==> config.mk <==
export PLATFORM = sky130hd
export DESIGN_NAME = sample_frame_packer_crc16_unit
export DESIGN_NICKNAME = d
export VERILOG_FILES = /design/src/rtl/sfpc_pkg.sv /design/src/rtl/sfpc_crc_step.sv /design/src/rtl/sample_frame_packer_crc16_unit.sv
export SDC_FILE = /design/constraint.sdc
export NUM_CORES = 1
export LEC_CHECK = 0
export BUFFER_PORTS_ARGS = -buffer_cell sky130_fd_sc_hd__clkbuf_2
export CORE_ASPECT_RATIO = 0.5
export CORE_UTILIZATION = 59
export DETAILED_ROUTE_END_ITERATION = 8
export PLACE_DENSITY = 0.91
export SLEW_MARGIN = 15
export SYNTH_ARGS = -nofsm -noshare
export SYNTH_HDL_FRONTEND = slang
export SYNTH_HIERARCHICAL = 1
export SYNTH_SLANG_ARGS = --single-unit
==> constraint.sdc <==
create_clock -name aclk -period 8.55 [get_ports aclk]
set_clock_uncertainty 0.15 [all_clocks]
set_input_delay 0.855 -clock aclk [delete_from_list [all_inputs] [get_ports aclk]]
set_output_delay 0.855 -clock aclk [all_outputs]
set_load 0.02 [all_outputs]
==> src/rtl/sfpc_pkg.sv <==
// Shared types and constants for the sample frame packer.
// No dependencies; imported by every module of the block.
package sfpc_pkg;

    localparam int unsigned NUM_CH      = 8;
    localparam int unsigned SAMPLE_W    = 16;
    localparam int unsigned BYTE_W      = 8;
    localparam int unsigned COUNT_W     = 4;
    localparam int unsigned CRC_W       = 16;
    // Byte position in a frame: up to 2*8 + 3 = 19 bytes.
    localparam int unsigned POS_W       = 5;
    localparam int unsigned CH_IDX_W    = 3;

    localparam logic [CRC_W-1:0]   CRC_INIT      = 16'hFFFF;
    localparam logic [CRC_W-1:0]   CRC_POLY      = 16'hA001;
    localparam logic [COUNT_W-1:0] COUNT_RESET   = 4'd8;

    typedef logic [SAMPLE_W-1:0] sample_t;
    typedef logic [BYTE_W-1:0]   byte_t;
    typedef logic [CRC_W-1:0]    crc_t;
    typedef logic [COUNT_W-1:0]  count_t;
    typedef logic [POS_W-1:0]    pos_t;

endpackage

==> src/rtl/sfpc_crc_step.sv <==
// One byte of CRC-16/MODBUS: reflected polynomial, low bit first.
// Depends on sfpc_pkg.
module sfpc_crc_step (
    input  sfpc_pkg::crc_t  crc_in,
    input  sfpc_pkg::byte_t data_in,
    output sfpc_pkg::crc_t  crc_out
);
    import sfpc_pkg::*;

    always_comb begin
        crc_t c;
        c = crc_in ^ {8'h00, data_in};
        for (int b = 0; b < BYTE_W; b++) begin
            if (c[0]) begin
                c = (c >> 1) ^ CRC_POLY;
            end else begin
                c = c >> 1;
            end
        end
        crc_out = c;
    end

endmodule

==> src/rtl/sample_frame_packer_crc16_unit.sv <==
// Top level of the sample frame packer: input hold register, byte sequencer,
// running CRC and output register. Depends on sfpc_pkg and sfpc_crc_step.
//
// Usage:
//   The s_ channel takes one conversion set (eight 16-bit samples) per
//   transaction. The m_ channel delivers the frame one byte per transaction:
//   count byte, then high and low byte of each active channel from channel 0
//   upward, then the inverted CRC-16/MODBUS low byte and high byte.
//   m_frame_end marks the last byte. A frame of n channels has 2n+3 bytes.
//   The cfg channel writes channel_count (0 reads as 1, above MAX_CHANNELS
//   as MAX_CHANNELS); it is sampled when a set is accepted and is always
//   ready. Write it only while the block is idle.
//   The count byte moves from the held set through the output register to m_.
//   The sequencer emits one frame byte per cycle unless the receiver stalls;
//   the byte sequencer is the limit, and the next set is taken in the cycle
//   the last byte of the current frame moves into the output register.
//   Reset (aresetn low, synchronous) empties the output register, drops the
//   held set and returns channel_count to 8.
//   When the receiver stalls, the output byte holds and the sequencer waits.
module sample_frame_packer_crc16_unit #(
    parameter int unsigned MAX_CHANNELS = 8
) (
    input  logic             aclk,
    input  logic             aresetn,
    input  logic             cfg_valid,
    output logic             cfg_ready,
    input  sfpc_pkg::count_t cfg_channel_count,
    input  logic             s_valid,
    output logic             s_ready,
    input  sfpc_pkg::sample_t s_sample_ch0,
    input  sfpc_pkg::sample_t s_sample_ch1,
    input  sfpc_pkg::sample_t s_sample_ch2,
    input  sfpc_pkg::sample_t s_sample_ch3,
    input  sfpc_pkg::sample_t s_sample_ch4,
    input  sfpc_pkg::sample_t s_sample_ch5,
    input  sfpc_pkg::sample_t s_sample_ch6,
    input  sfpc_pkg::sample_t s_sample_ch7,
    output logic             m_valid,
    input  logic             m_ready,
    output sfpc_pkg::byte_t  m_frame_byte,
    output logic             m_frame_end
);
    import sfpc_pkg::*;

    localparam count_t MAX_COUNT = COUNT_W'(MAX_CHANNELS);

    count_t  cfg_count_reg;
    sample_t samples_reg [NUM_CH];
    count_t  n_reg;
    pos_t    pos_reg, pos_next;
    crc_t    crc_reg, crc_next;
    logic    hold_valid_reg, hold_valid_next;
    logic    m_valid_reg, m_valid_next;
    byte_t   m_byte_reg;
    logic    m_end_reg;

    count_t  n_eff;
    pos_t    twice_n;
    logic    advance;
    logic    accept;
    logic    is_data;
    logic    is_last;
    byte_t   cur_byte;
    logic [CH_IDX_W-1:0] ch_sel;
    pos_t    pos_minus1;
    sample_t cur_sample;
    crc_t    crc_stepped;

    assign cfg_ready = 1'b1;

    always_ff @(posedge aclk) begin
        if (!aresetn) begin
            cfg_count_reg <= COUNT_RESET;
        end else if (cfg_valid) begin
            cfg_count_reg <= cfg_channel_count;
        end
    end

    // Clamp the count into 1..MAX_CHANNELS.
    always_comb begin
        priority if (cfg_count_reg == '0) begin
            n_eff = count_t'(1);
        end else if (cfg_count_reg > MAX_COUNT) begin
            n_eff = MAX_COUNT;
        end else begin
            n_eff = cfg_count_reg;
        end
    end

    assign twice_n    = {n_reg, 1'b0};
    assign pos_minus1 = pos_reg - pos_t'(1);
    assign ch_sel     = pos_minus1[CH_IDX_W:1];
    assign cur_sample = samples_reg[ch_sel];

    always_comb begin
        is_data  = 1'b0;
        is_last  = 1'b0;
        priority if (pos_reg == '0) begin
            cur_byte = byte_t'(n_reg);
            is_data  = 1'b1;
        end else if (pos_reg <= twice_n) begin
            // odd positions carry the high byte
            cur_byte = pos_reg[0] ? cur_sample[15:8] : cur_sample[7:0];
            is_data  = 1'b1;
        end else if (pos_reg == twice_n + pos_t'(1)) begin
            cur_byte = ~crc_reg[7:0];
        end else begin
            cur_byte = ~crc_reg[15:8];
            is_last  = 1'b1;
        end
    end

    sfpc_crc_step u_crc_step (
        .crc_in  (crc_reg),
        .data_in (cur_byte),
        .crc_out (crc_stepped)
    );

    assign advance = hold_valid_reg && (!m_valid_reg || m_ready);
    assign s_ready = !hold_valid_reg || (advance && is_last);
    assign accept  = s_valid && s_ready;

    always_comb begin
        pos_next        = pos_reg;
        crc_next        = crc_reg;
        hold_valid_next = hold_valid_reg;
        m_valid_next    = m_valid_reg;
        if (m_ready) begin
            m_valid_next = 1'b0;
        end
        if (advance) begin
            m_valid_next = 1'b1;
            pos_next     = pos_reg + pos_t'(1);
            if (is_data) begin
                crc_next = crc_stepped;
            end
            if (is_last) begin
                hold_valid_next = 1'b0;
            end
        end
        if (accept) begin
            hold_valid_next = 1'b1;
            pos_next        = '0;
            crc_next        = CRC_INIT;
        end
    end

    always_ff @(posedge aclk) begin
        if (!aresetn) begin
            hold_valid_reg <= 1'b0;
            m_valid_reg    <= 1'b0;
        end else begin
            hold_valid_reg <= hold_valid_next;
            m_valid_reg    <= m_valid_next;
        end
    end

    always_ff @(posedge aclk) begin
        pos_reg <= pos_next;
        crc_reg <= crc_next;
        if (advance) begin
            m_byte_reg <= cur_byte;
            m_end_reg  <= is_last;
        end
        if (accept) begin
            n_reg          <= n_eff;
            samples_reg[0] <= s_sample_ch0;
            samples_reg[1] <= s_sample_ch1;
            samples_reg[2] <= s_sample_ch2;
            samples_reg[3] <= s_sample_ch3;
            samples_reg[4] <= s_sample_ch4;
            samples_reg[5] <= s_sample_ch5;
            samples_reg[6] <= s_sample_ch6;
            samples_reg[7] <= s_sample_ch7;
        end
    end

    assign m_valid      = m_valid_reg;
    assign m_frame_byte = m_byte_reg;
    assign m_frame_end  = m_end_reg;

endmodule

==> metrics.cfg, run 1 <==
[global_routing]
grtUsageMet3_pct = 6.878
busiest_layer = met2
grt_pass1_vias = 4563
grt_overflow_total = 0
grt_max_degree = 76
track_usage_pct = 29.06
antenna_found_initial = 0
grt.met1_usage_pct = 36.03
grt_pass1_wl_mm = 25.05
grt_util_met2_pct = 47.59

[critical_path]
crit_arrival_ps = 4770
setup.worst_path.class = reg -> reg
end_kind = flop
cp-startpoint = pos_reg[0]
ff2ff_path_depth = 11
cp_slowest_cell = ha_2
startpoint_type = flop
worstPathRequired_ps = 8670
cp_max_fo = 33
timing.rr.end = crc_reg[0]
path_cells = inv_1 > ha_2 > mux4_2 > mux2i_1 > o2111ai_1 > xnor2_1 > xor2_1 > xnor2_1 > xnor3_1 > nand3_1 > nand3_1
reg2reg_from = pos_reg[0]
r2r_setup_slack_ps = 3900
critPathMaxStageDelay_ps = 1080

[placed_design]
place_hpwl_mm = 10.62
gp_congestion = 0.8535
dp.cells = 705
io_buffer_count = 147

[routing]
finalWirelength_mm = 16.89
drc_errors = 0
viasPerCell = 6.175
first_iter_violations = 546
vias = 4545
wl_per_cell_microns = 22.95
ant_nets = 0
drtPass1Iterations = 6

[flow_run]
drv_cap = 0

[finish]
fillCellCount = 660
drive_gt1_share_pct = 39.69
largest_reg_flops = 128
nets = 708
areaGrowthSynthToFinish_pct = 19.64
finalNonFillerCells = 736
diodes = 0

[sta]
fin_crit_sh_pct = 54.37
clock.fmax_mhz = 215.1
setup_viol = 0
rsz0062_at_grt = no
max_slew_margin_pct = 26.43
period_needed_ps = 4649
hold_viol = 0
setup-tns-final_ps = 0
worstMarginPinSlew_ps = 1102
slew_viol_final = 0

[power]
clockPowerShare_pct = 29.3
p_int_uw = 1775
seqPwrFrac_pct = 39.8
p_comb_share_pct = 30.9
ir_worst_vdd_uv = 188.1
p_per_area_nw_per_um2 = 306.9
sw_frac_of_total_pct = 31.13
p_leak_uw = 0.003242
netSwitchingPower_uw = 802.6

[logic_synthesis]
ys_ff_latch = 168
synth_fa_ha_area_share_pct = 1.069
yosysWarnings = 6
syn-cell-area_sq_um = 7022
synth_async_sr_flop_share_pct = 0
synth_edf_count = 141
avgSynthCellArea_sq_um = 16.68
synth_top_cell_by_area = edfxtp_1
yosys.area_share.xor_xnor_pct = 4.633
yosysTopAreaCellShare_pct = 60.30
synth.area.mux_share_pct = 11.97
synthCells = 421
synth_common_cells = edfxtp_1, nand3_1, mux4_2
ys_seq_area_share_pct = 68.00
synthSimpleGateAreaFrac_pct = 6.807
ys_types = 41
yosys.cell_count.top_type = edfxtp_1
synth_area_leaders = edfxtp_1, mux4_2, dfxtp_1, nand3_1, xnor2_1
synth_ff_type = edfxtp_1
synthesis.nets = 564
synth_top_family_by_area = multiplexers
synth-compound-area-share_pct = 4.615

[clock_tree]
root_buffer = clkbuf_16
clk_pin_slew_ps = 60
holdBufCountCts = 0
cts_max_level = 4
cts_tree = built
cts_made_buffers = 17
postCtsSetupBuffers = 0
cts_resized = 0
clock_sinks = 168
clockBufferDepth = 2
clock_latency_ps = 430

[floorplanning]
dieArea_sq_um = 12370
core_sq_um = 11280
io_pins = 149
die_h_microns = 79.14
initial_utilization_pct = 62.23
fp.dieW_microns = 156.3
num_rows = 27

[hold_path]
min_to = crc_reg[5]
worstHoldPathCells = 2
hold_start = crc_reg[13]
hold_path_class = reg -> reg

[run_status]
status = completed

-- critical path, delay by kind of cell, from the launching register on --
family	cells	cell delay, ps
compound gates	1	210
simple gates	2	190
mux	2	810
fa+ha+maj	1	1080
flops	1	490
xor+xnor	4	1390
buf+inv	1	160
-- cell type report --
| cell class | count | area [sq um] | share of cell area [%] |
|---|---|---|---|
| Sequential cell | 168 | 4775 | 56.84 |
| Multi-Input combinational cell | 218 | 2049 | 24.40 |
| Timing Repair Buffer | 151 | 765.7 | 9.115 |
| Clock buffer | 17 | 425.4 | 5.064 |
| Tap cell | 159 | 198.9 | 2.368 |
| Clock inverter | 14 | 150.1 | 1.787 |
| Inverter | 9 | 36.28 | 0.4319 |
-- power groups by stage --
stage          clock (uW)  combinational, uW  sequential [uW]
6_report              755                796             1030
5_1_grt               786                822             1030
4_1_cts               758                782             1030
3_5_place_dp            0                752             1040
3_3_place_gp            0                722             1030
2_1_floorplan           0                594             1030
-- cell usage in the layout (no fill, tap or decap), types with 2 or more instances in the layout --
cell type / count
a32oi_1: 7
buf_4: 4
bufinv_16: 2
clkbuf_16: 17
clkbuf_2: 147
clkinv_2: 3
clkinvlp_4: 3
dfxtp_1: 27
edfxtp_1: 141
ha_1: 5
inv_1: 7
inv_6: 2
inv_8: 2
mux2i_1: 12
mux4_2: 32
nand2_1: 27
nand3_1: 41
nand4_1: 2
nor2_1: 11
nor2b_1: 7
nor3_1: 3
o2111ai_1: 5
o211ai_1: 3
o21ai_0: 17
xnor2_1: 15
xnor2_2: 4
xor2_1: 9
-- metrics by stage --
stage               instance area, sq um  setup WS [ps]  util [%]  hold WS [ps]  power [uW]
floorplan                           7022           5013         -         327.6        1626
global placement                    7825           4282     69.35         331.3        1756
detailed placement                  7825           4153     69.35         348.3        1790
CTS                                 8401           3927     74.45         355.9        2565
global route                        8401           3714     74.45         358.6        2641
finish                              8401           3901     74.45         369.7        2578
-- layer usage --
layer | vias up | share of wire, % | wire length [microns]
li1 | 1922 | - | -
met2 | 364 | 49 | 8247
met5 | - | 0 | 0
met1 | 2195 | 36 | 6074
met3 | 64 | 11 | 1796
met4 | 0 | 4.6 | 772
-- logic make-up after synthesis --
| family | Yosys count |
|---|---|
| other | 1 |
| multiplexers | 44 |
| XOR/XNOR | 30 |
| buffers and inverters | 35 |
| flip-flops | 168 |
| AO/OA/AOI/OAI | 41 |
| AND/OR/NAND/NOR | 96 |
| adder cells (fa/ha/maj) | 6 |
-- how the worst max path moves through the flow --
stage	to	slack [ps]	cells past startpoint
after CTS	crc_reg[0]	3930	11
after global routing	crc_reg[0]	3710	11
final	crc_reg[0]	3900	11
after detailed placement	crc_reg[0]	4150	11
after floorplan	crc_reg[0]	5010	15
after global placement	crc_reg[0]	4280	11
(Power assumes the default switching activity.)
==> inputs of run 2 (changes only) <==
- CORE_UTILIZATION: 59 -> 54
- PLACE_DENSITY: 0.91 -> 0.85
- clock period: 8.55 -> 4.65 ns (I/O delays scaled with it)
==> metrics.cfg, run 2 (synthesis gave the netlist of run 1 again) <==
[critical_path]
critPathMaxStageDelay_ps = 530
path_cells = inv_1 > ha_2 > xor2_4 > buf_4 > mux4_2 > mux2i_1 > o2111ai_1 > xnor2_1 > xnor2_1 > xnor2_1 > xnor3_1 > nand3_1 > nand3_1
crit_arrival_ps = 4390
crit_end = crc_reg[0]
cp.buffers_inverters = 2
cp_slowest_cell = dfxtp_1
reg2reg_from = pos_reg[0]
end_kind = flop
setup.worst_path.class = reg -> reg
crit_top_cell = xnor2_1
timing.rr.end = crc_reg[0]
ff2ff_path_depth = 13
cp_top_family = XOR/XNOR gates
startpoint_type = flop
r2r_setup_slack_ps = 420
cp-startpoint = pos_reg[0]
worstPathRequired_ps = 4810
cp_max_fo = 20
path_depth = 13

[finish]
final_common_cell = clkbuf_2
fillCellCount = 808
drive_gt1_share_pct = 40.55
finalNonFillerCells = 757
final_core_util_pct = 67.21
areaGrowthSynthToFinish_pct = 21.20
largest_reg_flops = 128
nets = 718
final_cell_mix = clkbuf_2, edfxtp_1, nand3_1
diodes = 0

[floorplanning]
core_sq_um = 12660
io_pins = 149
initial_utilization_pct = 55.45
die_h_microns = 82.64
num_rows = 29
fp.dieW_microns = 163.3
dieArea_sq_um = 13490

[clock_tree]
cts_made_buffers = 17
holdBufCountCts = 0
clock_latency_ps = 430
cts_tree = built
postCtsSetupBuffers = 0
clockBufferDepth = 2
clock_sinks = 168
clk_pin_slew_ps = 70
cts_resized = 0
cts_max_level = 4
root_buffer = clkbuf_16

[power]
netSwitchingPower_uw = 1419
p_comb_share_pct = 29.8
p_per_area_nw_per_um2 = 558.3
p_leak_uw = 0.003310
p_int_uw = 3332
clockPowerShare_pct = 30.5
ir_worst_vdd_uv = 335.2
sw_frac_of_total_pct = 29.86
seqPwrFrac_pct = 39.7

[sta]
setup-tns-final_ps = 0
whs_ps = 51.90
setup_viol = 0
slew_viol_final = 0
rsz0062_at_grt = no
clock.fmax_mhz = 236.4
worstMarginPinSlew_ps = 971.5
period_needed_ps = 4230
max_slew_margin_pct = 35.23
fin_crit_sh_pct = 90.96
hold_viol = 0

[routing]
ant_nets = 0
finalWirelength_mm = 15.83
viasPerCell = 5.754
wl_per_cell_microns = 20.91
vias = 4356
drtPass1Iterations = 5
drc_errors = 0
first_iter_violations = 385

[global_routing]
grt_overflow_total = 0
grt_max_degree = 77
track_usage_pct = 25.13
grt_pass1_wl_mm = 23.97
grt_pass1_vias = 4350
antenna_found_initial = 0

[flow_run]
drv_cap = 0

[placed_design]
gp_congestion = 0.8768
io_buffer_count = 147
dp.cells = 726
place_hpwl_mm = 11.09

[hold_path]
hold_path_class = in -> reg

[run_status]
status = completed

==> run 2: layout make-up <==
| class | instances | area (sq um) | share of cell area [%] |
|---|---|---|---|
| multi-input cells | 218 | 2049 | 24.08 |
| repair buffers | 161 | 840.8 | 9.879 |
| flip-flops and latches | 168 | 4775 | 56.10 |
| clock inverters | 13 | 167.7 | 1.970 |
| well taps | 170 | 212.7 | 2.499 |
| inverters | 9 | 36.28 | 0.4263 |
| clock buffers | 18 | 429.2 | 5.043 |
==> run 2: power by group through the flow <==
stage	logic [uW]	clock network, uW	registers, uW
2_1_floorplan	1090	0	1900
3_3_place_gp	1350	0	1900
3_5_place_dp	1390	0	1910
4_1_cts	1410	1460	1880
5_1_grt	1510	1520	1900
6_report	1420	1450	1890
==> run 2: worst min path at each step <==
stage | start | endpoint | cells past startpoint
floorplan | crc_reg[11] | crc_reg[11] | 2
global placement | crc_reg[11] | crc_reg[3] | 2
detailed placement | crc_reg[11] | crc_reg[3] | 2
CTS | s_sample_ch1[0] | samples_reg[1][0] | 1
global route | s_sample_ch4[0] | samples_reg[4][0] | 1
finish | s_sample_ch4[13] | samples_reg[4][13] | 1
==> run 2: per-layer routing <==
layer	up-vias	part of all wire (%)	GRT usage [%]
li1	1939	-	-
met1	2172	41	32.49
met2	212	50	41.86
met3	33	6.9	5.844
met4	0	2.2	10.28
met5	-	0	0
==> run 2: worst reg2reg max path: cells and delay by family (launching register included) <==
kind	cells	cell delay, ps
AO/OA/AOI/OAI	1	240
XOR/XNOR	5	1570
adder cells (fa/ha/maj)	1	270
buffers and inverters	2	560
flip-flops	1	530
multiplexers	2	620
AND/OR/NAND/NOR	2	170
==> run 2: stage by stage <==
stage / power, uW / instance area, sq um / setup slack (ps)
final: 4751 / 8511 / 420.4
after global routing: 4930 / 8511 / 210.4
after CTS: 4754 / 8511 / 454.0
after detailed placement: 3298 / 7914 / 505.7
after global placement: 3254 / 7914 / 695.8
after floorplan: 2990 / 7022 / 1113
